==> config.mk <==
export PLATFORM = sky130hd
export DESIGN_NAME = hftq_div
export DESIGN_NICKNAME = d
export VERILOG_FILES = /design/src/hw/rtl/hftq_pkg.sv /design/src/hw/rtl/hftq_div.sv
export SDC_FILE = /design/constraint.sdc
export NUM_CORES = 1
export LEC_CHECK = 0
export ABC_AREA = 0
export ABC_CLOCK_PERIOD_IN_PS = 3500
export BUFFER_PORTS_ARGS = -buffer_cell sky130_fd_sc_hd__buf_2
export CORE_ASPECT_RATIO = 0.6
export CORE_MARGIN = 5
export CORE_UTILIZATION = 55
export CTS_CLUSTER_DIAMETER = 30
export CTS_CLUSTER_SIZE = 20
export DETAILED_ROUTE_END_ITERATION = 7
export HOLD_SLACK_MARGIN = 0.1
export PLACE_DENSITY = 0.85
export SKIP_LAST_GASP = 1
export SYNTH_ARGS = -nofsm -noshare
export SYNTH_HDL_FRONTEND = slang
export SYNTH_SLANG_ARGS = --single-unit
==> constraint.sdc <==
create_clock -name clk -period 3.5 [get_ports clk]
set_input_delay 0.7 -clock clk [delete_from_list [all_inputs] [get_ports clk]]
set_output_delay 0.7 -clock clk [all_outputs]
set_load 0.02 [all_outputs]
==> src/hw/rtl/hftq_pkg.sv <==
// shared types and constants for the terrain height query block
`timescale 1ns / 1ps
package hftq_pkg;

	// table geometry and field widths
	localparam int ADDR_W = 16;
	localparam int H_W    = 16;
	localparam int CFG_W  = 24;
	localparam int CIDX_W = 3;

	// configuration register indexes
	localparam logic [CIDX_W-1:0] CFG_ORIGIN_X     = 3'd0;
	localparam logic [CIDX_W-1:0] CFG_ORIGIN_Z     = 3'd1;
	localparam logic [CIDX_W-1:0] CFG_TERRAIN_SIZE = 3'd2;
	localparam logic [CIDX_W-1:0] CFG_GRID_POINTS  = 3'd3;
	localparam logic [CIDX_W-1:0] CFG_MAX_HEIGHT   = 3'd4;

	// item kinds
	localparam logic KIND_LOAD  = 1'b0;
	localparam logic KIND_QUERY = 1'b1;

	// divider status towards the sequencer
	typedef struct packed {
		logic busy;
		logic done;
	} div_stat_t;

endpackage

==> src/hw/rtl/hftq_div.sv <==
// restoring divider, one quotient bit per cycle
`timescale 1ns / 1ps
module hftq_div #(
	parameter int NUM_W = 40,
	parameter int DEN_W = 23
) (
	input  logic                 clk,
	input  logic                 arst_n,
	input  logic                 start,
	input  logic [NUM_W-1:0]     num,
	input  logic [DEN_W-1:0]     den,
	output hftq_pkg::div_stat_t  stat,
	output logic [NUM_W-1:0]     quot
);
	import hftq_pkg::*;

	localparam int CNT_W = $clog2(NUM_W + 1);

	logic [CNT_W-1:0] cnt_q;
	logic [DEN_W-1:0] rem_q;
	logic [NUM_W-1:0] sh_q;
	logic [DEN_W-1:0] den_q;
	logic             busy_q;
	logic             done_q;
	logic [DEN_W:0]   trial;
	logic             ge;
	logic [DEN_W:0]   diff;

	// trial subtract of the shifted remainder
	always_comb begin
		trial = {rem_q, sh_q[NUM_W-1]};
		ge    = trial >= {1'b0, den_q};
		diff  = trial - {1'b0, den_q};
	end

	// control
	always_ff @(posedge clk or negedge arst_n) begin
		if (!arst_n) begin
			busy_q <= 1'b0;
			done_q <= 1'b0;
			cnt_q  <= '0;
		end else if (start) begin
			busy_q <= 1'b1;
			done_q <= 1'b0;
			cnt_q  <= CNT_W'(NUM_W);
		end else if (busy_q) begin
			cnt_q <= cnt_q - 1'b1;
			if (cnt_q == CNT_W'(1)) begin
				busy_q <= 1'b0;
				done_q <= 1'b1;
			end
		end
	end

	// datapath, quotient bits shift in at the bottom
	always_ff @(posedge clk) begin
		if (start) begin
			sh_q  <= num;
			den_q <= den;
			rem_q <= '0;
		end else if (busy_q) begin
			sh_q  <= {sh_q[NUM_W-2:0], ge};
			rem_q <= ge ? diff[DEN_W-1:0] : trial[DEN_W-1:0];
		end
	end

	assign stat.busy = busy_q;
	assign stat.done = done_q;
	assign quot      = sh_q;

endmodule

# == Word-level counts from Yosys, hierarchy flattened ==
# Index checks and enable logic that the tools add are counted.
# word_totals
register_bits,94
out_inout_bits,42
# classes
addsub,2
order_cmp,1
eq_ne,1
n_mux,11
n_reduce_logical,3
# op_table
operator,count
$mux W40,2
$ge A24 B23 Y1,1
$mux W23,1
$sub A23 B23 Y23,1
$mux W6,2
$eq A6 B1 Y1 const B,1
$mux W1,6
$sub A6 B1 Y6 const B,1
$reduce_bool A2 Y1,2
$reduce_and A2 Y1,1

# == Longest topological paths before layout ==
# Gate-level depths: netlist (run 1).
# depth
depth_word,4
ltp_mapped,13
ltp_nobuf,11

# == Worst setup path after synthesis (run 1) ==
# No wires, ideal clock.
# synth_timing
kind,reg2reg
startpoint,"register sh_q[39], in the netlist quot[39]"
endpoint,register rem_q[0]
arrival_ns,2.877
required_ns,3.421
slack_ns,0.544
stages_incl_launch_ff,13
synth_period_minus_slack_ns,2.956
cell_sequence,edfxtp_1 inv_1 ha_1 fa_1 nand2b_1 a211oi_1 o21bai_1 nand2_1 a21oi_1 o311ai_2 buf_6 mux2_1 a211oi_2
# synth_via
elab_chain_len,2
elab_cells_between_ends,3
cone_classes,add/sub: 1; order compare: 1; mux: 1
# synth_lines
item,line_no,source
"start, declared",hftq_div.sv:21,logic [NUM_W-1:0] sh_q;
"start signal, assigned",hftq_div.sv:58,sh_q <= num;
"start signal, assigned",hftq_div.sv:62,"sh_q <= {sh_q[NUM_W-2:0], ge};"
$sub A23 B23 Y23 or $ge A24 B23 Y1 (tied branches),"hftq_div.sv:33, hftq_div.sv:32",
$mux W23 *,hftq_div.sv:63,rem_q <= ge ? diff[DEN_W-1:0] : trial[DEN_W-1:0];
"end signal, assigned",hftq_div.sv:63,
"end, declared",hftq_div.sv:20,logic [DEN_W-1:0] rem_q;
# Mark *: on every way between the ends. The rest lies on a longest branch, timed or not.
# A chain may end at the register's enable or synchronous reset.

# == Final worst setup path (run 1) ==
# layout_timing
startpoint,"register sh_q[39], in the netlist quot[39]"
endpoint,register rem_q[3]
# Same word-level chain as after synthesis.

==> impl_metrics.py, run 1 <==
metrics = {
    "critical_path": {
        "worstSetupPathType": "reg -> reg",
        "start_kind": "flip-flop",
        "end_kind": "flip-flop",
        "cp_data_arrival_time_ns": 3.25,
        "cp_max_fo": 9,
        "rr_worst_depth": 12,
        "required_ns": 3.74,
    },
    "layout": {
        "n_antenna_cell": 0,
        "layout-drive-gt1-share": 0.319,
        "fin_util": 0.660,
        "areaGrowthSynthToFinish_pct": 18.2,
        "nNetsFinal": 645,
        "n_fill_cell": 692,
        "final_cell_area_sq_um": 6000,
    },
    "grt": {
        "grt_util_met3": 0.0515,
        "overflow": 0,
        "grt_use_met1": 0.282,
        "grt.total_usage": 0.202,
        "grt_pass1_wl_um": 18500,
        "antenna_found_initial": 0,
        "grt_max_degree": 41,
        "grt_use_met2": 0.318,
        "busiest_layer": "met2",
        "grt_pass1_vias": 3689,
    },
    "route": {
        "postRouteAntennaNets": 0,
        "finalWirelength_um": 11200,
        "dr_total_vias": 3805,
        "avgRoutedWirePerCell_um": 16.6,
        "first_pass_iters": 5,
        "drt_iter0_markers": 236,
        "via_per_inst": 5.65,
        "drcViolationCount": 0,
    },
    "logic_synthesis": {
        "synthArstFlopShare": 0.0851,
        "synth.top_cell.area_share": 0.373,
        "post-synth-top-area-cell": "edfxtp_1",
        "synth_seq_area_share": 0.503,
        "synth-edff-count": 63,
        "synthCells": 450,
        "ys_seq_elements": 94,
        "synth_top_cells_by_area": "edfxtp_1, dfxtp_1, mux2_2, ha_1, dfrtp_1",
        "post-synth-top-count-cell": "edfxtp_1",
        "synth_warnings": 0,
        "synth_area_sq_um": 5070,
        "avgSynthCellArea_sq_um": 11.3,
        "synth_commonest_cells": "edfxtp_1, mux2_2, nand2_1",
        "synth.distinct_cells": 57,
        "synth_nets": 542,
        "synth_flop_cell": "edfxtp_1",
    },
    "cts": {
        "cts_setup_buffers": 0,
        "clkTransAtPathRegs_ns": 0.07,
        "ctsHoldBuffers": 0,
        "htree_levels": 3,
        "ctsResizeCount": 0,
        "clock_latency_ns": 0.33,
        "cts.path.max_buffers": 2,
        "cts_sinks": 94,
        "cts_made_buffers": 9,
        "cts-root-buf": "clkbuf_16",
        "cts_tree": "yes",
    },
    "sta": {
        "grt_setup_unrepaired": "false",
        "maxSlewViolCount": 0,
        "worst_pin_slew_ns": 0.706,
        "hold_violations": 0,
        "final.setup.tns_ns": 0,
        "fmax_mhz": 332,
        "fin_ws_ns": 0.489,
        "clock_skew_ns": 0.00661,
        "setup_viol": 0,
        "max_slew_margin": 0.528,
        "post-route-period-util": 0.860,
        "period_minus_slack_ns": 3.01,
    },
    "floorplan": {
        "core_area_sq_um": 9090,
        "ioPinCount": 108,
        "die_h_um": 84.4,
        "die_x_um": 134,
        "row_count": 27,
        "die-area_sq_um": 11300,
        "initial_utilization": 0.558,
    },
    "placed_design": {
        "place_ws_ns": 0.510,
        "gp_congestion": 0.917,
        "place_area_sq_um": 5700,
        "post-dp-hpwl_um": 8390,
        "port_buffers": 107,
    },
    "hold_path": {
        "hold_path.class": "in -> async",
    },
    "run": {
        "maxCapViolations": 0,
    },
    "power_and_ir_drop": {
        "powerDensity_nw_per_um2": 509,
        "p_leak_nw": 2.61,
        "irDropWorstVdd_mv": 0.306,
    },
    "run_status": {
        "status": "complete, no violations",
    },
}
[per-layer routing]
metal  wire length, um  vias to the layer above
met5                 0                        -
met4               176                        0
met3               781                       18
met2              5050                      116
met1              5170                     1824
li1                  -                     1847
[area by class of cell]
| cell class | instances | area [sq um] | share of cell area |
|---|---|---|---|
| Tap cell | 116 | 145 | 0.0242 |
| Inverter | 30 | 113 | 0.0188 |
| Clock inverter | 5 | 57.6 | 0.00959 |
| Sequential cell | 94 | 2550 | 0.425 |
| Timing Repair Buffer | 115 | 598 | 0.0997 |
| Clock buffer | 11 | 243 | 0.0405 |
| Multi-Input combinational cell | 303 | 2290 | 0.382 |
[per-stage QoR]
| step | hold WS (ns) | std cells | power [mW] |
|---|---|---|---|
| after global routing | 0.199 | 674 | 3.20 |
| after detailed placement | 0.482 | 658 | 2.09 |
| after floorplan | 0.404 | 450 | 1.89 |
| after global placement | 0.465 | 658 | 2.06 |
| final | 0.192 | 674 | 3.05 |
| after CTS | 0.193 | 674 | 3.06 |
[placed cells by master (no fill, tap or decap), drive strengths merged, types with 2 or more instances in the layout]
master	netlist	routed
a211oi	15	15
a21bo	2	2
a21o	6	6
a21oi	24	24
a311oi	2	2
a31oi	3	3
a41oi	3	3
and3	4	4
buf	15	115
clkbuf	8	11
clkinv	0	3
dfrtp	8	8
dfxtp	23	23
edfxtp	63	63
ha	25	25
inv	30	31
mux2	41	41
mux2i	17	17
nand2	33	33
nand2b	8	8
nand3	11	11
nand4	3	3
nor2	31	31
nor2b	3	3
nor3	2	2
o211ai	3	3
o21a	2	2
o21ai	17	17
o21bai	4	4
o2bb2a	2	2
o41ai	3	3
xnor2	14	14
xor2	9	9
[cells by family after synthesis]
family | count (synthesis) | share of synthesized area
flip-flops | 94 | 0.503
adder cells (fa/ha/maj) | 26 | 0.0656
XOR/XNOR | 23 | 0.0397
multiplexers | 58 | 0.125
AND/OR/NAND/NOR | 103 | 0.0954
buffers and inverters | 53 | 0.0473
AO/OA/AOI/OAI | 93 | 0.125
[registers in the layout, indices dropped and copies added (netlist names)]
signal  count
done_q      1
quot       40
cnt_q       6
den_q      23
rem_q      23
busy_q      1
[critical path, cell delays in order, from the launching register on]
cell      delay (ns)
edfxtp_1        0.34
inv_1           0.06
ha_1            0.23
fa_1            0.42
nand2b_1        0.19
a211oi_1        0.30
o21bai_1        0.14
nand2_1         0.16
a21oi_1         0.12
o311ai_4        0.31
buf_4           0.27
mux2i_1         0.10
a211oi_1        0.27
[worst paths after layout]
path	from	end	slack (ns)
worst max-delay path	quot[39]	rem_q[3]	0.49
worst min-delay path	arst_n	cnt_q[4]	0.19
worst max register to register	quot[39]	rem_q[3]	0.49
worst min register to register	rem_q[14]	rem_q[14]	0.49
max in group asynchronous	arst_n	done_q	3.14
min in group clk	rem_q[14]	rem_q[14]	0.49
[power breakdown]
group	total [mW]	leakage [nW]	internal, mW	switching [mW]
clock	0.973	0.150	0.574	0.399
sequential	1.38	0.931	1.31	0.0680
combinational	0.701	1.53	0.303	0.398
total	3.05	2.61	2.19	0.865
(Power assumes the default switching activity.)
==> run 2, diff against run 1 <==
==> constraint.sdc (replaced) <==
create_clock -name clk -period 3.5 [get_ports clk]
set_input_delay 0.7 -clock clk [delete_from_list [all_inputs] [get_ports clk]]
set_output_delay 0.7 -clock clk [all_outputs]
set_load 0.1 [all_outputs]
==> impl_metrics.py, run 2 (synthesis gave the netlist of run 1 again) <==
metrics = {
    "floorplan": {
        "die_h_um": 84.4,
        "ioPinCount": 108,
        "die-area_sq_um": 11300,
        "initial_utilization": 0.558,
        "die_x_um": 134,
        "core_area_sq_um": 9090,
        "row_count": 27,
    },
    "layout": {
        "layout-drive-gt1-share": 0.319,
        "multi_input_area_sq_um": 2300,
        "regArea_sq_um": 2550,
        "n_antenna_cell": 0,
        "nNetsFinal": 642,
        "mostFrequentLayoutCells": "buf_2, edfxtp_1, mux2_2",
        "largest_register_ffs": 40,
        "final_common_cell": "buf_2",
        "areaGrowthSynthToFinish_pct": 17.8,
        "n_fill_cell": 733,
    },
    "route": {
        "dr_total_vias": 3841,
        "first_pass_iters": 5,
        "drcViolationCount": 0,
        "drt_iter0_markers": 261,
        "avgRoutedWirePerCell_um": 17.5,
        "via_per_inst": 5.72,
        "postRouteAntennaNets": 0,
        "finalWirelength_um": 11700,
    },
    "placed_design": {
        "post-dp-hpwl_um": 8670,
        "port_buffers": 107,
        "gp_congestion": 0.919,
        "place_ws_ns": 0.413,
    },
    "critical_path": {
        "cp_max_fo": 29,
        "crit_end": "rem_q[0]",
        "r2r_end": "rem_q[0]",
        "r2r_slack_ns": 0.40,
        "cp_data_arrival_time_ns": 3.37,
        "rr_worst_depth": 12,
        "crit_path_start": "quot[39]",
        "required_ns": 3.77,
        "start_kind": "flip-flop",
        "r2r_start": "quot[39]",
        "worstSetupPathType": "reg -> reg",
        "end_kind": "flip-flop",
    },
    "power_and_ir_drop": {
        "report.power.total_mw": 3.35,
        "p_leak_nw": 2.59,
        "powerDensity_nw_per_um2": 560,
        "irDropWorstVdd_mv": 0.410,
    },
    "cts": {
        "cts_made_buffers": 9,
        "cts_sinks": 94,
        "ctsHoldBuffers": 0,
        "htree_levels": 3,
        "cts_setup_buffers": 0,
        "cts-root-buf": "clkbuf_16",
        "clock_latency_ns": 0.35,
        "cts_tree": "yes",
        "cts.path.max_buffers": 2,
        "ctsResizeCount": 0,
        "clkTransAtPathRegs_ns": 0.07,
    },
    "sta": {
        "period_minus_slack_ns": 3.10,
        "post-route-period-util": 0.887,
        "grt_setup_unrepaired": "false",
        "hold_violations": 0,
        "max_slew_margin": 0.332,
        "fin_ws_ns": 0.396,
        "setup_viol": 0,
        "fmax_mhz": 322,
        "clock_skew_ns": 0.0109,
        "worst_pin_slew_ns": 0.998,
        "maxSlewViolCount": 0,
        "final.setup.tns_ns": 0,
        "hold_ws_ns": 0.182,
    },
    "run": {
        "maxCapViolations": 0,
    },
    "hold_path": {
        "hold_path.class": "in -> async",
    },
    "grt": {
        "grt_max_degree": 46,
        "grt_pass1_vias": 3865,
        "grt_pass1_wl_um": 19000,
        "antenna_found_initial": 0,
        "grt.total_usage": 0.211,
        "overflow": 0,
    },
    "run_status": {
        "status": "complete, no violations",
    },
}
-- run 2: metal layers --
layer  track usage  up-vias  routed length (um)
met1         0.279     1842                5180
met3        0.0749       22                1000
met2         0.331      136                5350
li1              -     1841                   -
met5             0        -                   0
met4        0.0619        0                 180
-- run 2: through the flow --
stage          instances   util  area (sq um)
6_report             671  0.658          5980
5_1_grt              671  0.658          5980
4_1_cts              671  0.658          5980
3_5_place_dp         655  0.627          5700
3_3_place_gp         655  0.627          5700
2_1_floorplan        450      -          5080
-- run 2: where the power goes --
| part | internal, mW | leakage, nW | switching, mW |
|---|---|---|---|
| registers | 1.31 | 0.931 | 0.0699 |
| logic | 0.303 | 1.52 | 0.726 |
| clock network | 0.495 | 0.140 | 0.444 |
-- run 2: layout make-up --
| type | instances | area share |
|---|---|---|
| Sequential cell | 94 | 0.427 |
| Clock buffer | 10 | 0.0383 |
| Multi-Input combinational cell | 303 | 0.385 |
| Clock inverter | 6 | 0.00858 |
| Inverter | 30 | 0.0188 |
| Timing Repair Buffer | 112 | 0.0984 |
| Tap cell | 116 | 0.0243 |
-- run 2: worst max-delay path, cell delays in order (launching register included) --
cell and delay (ns):
edfxtp_1 0.34, inv_1 0.06, ha_2 0.20, fa_1 0.42, nand2b_1 0.21, a211oi_2 0.24
o21bai_1 0.13, nand2_1 0.15, a21oi_1 0.12, o311ai_4 0.31, buf_12 0.26, mux2_1 0.36
a211oi_2 0.22
-- run 2: how the worst min path moves through the flow --
| stage | from | end | slack [ns] | depth (start not counted) |
|---|---|---|---|---|
| after floorplan | arst_n | busy_q | 0.40 | 0 |
| after global placement | rem_q[18] | rem_q[18] | 0.47 | 2 |
| after detailed placement | rem_q[18] | rem_q[18] | 0.47 | 2 |
| after CTS | arst_n | cnt_q[2] | 0.18 | 1 |
| after global routing | arst_n | cnt_q[2] | 0.19 | 1 |
| final | arst_n | done_q | 0.18 | 1 |
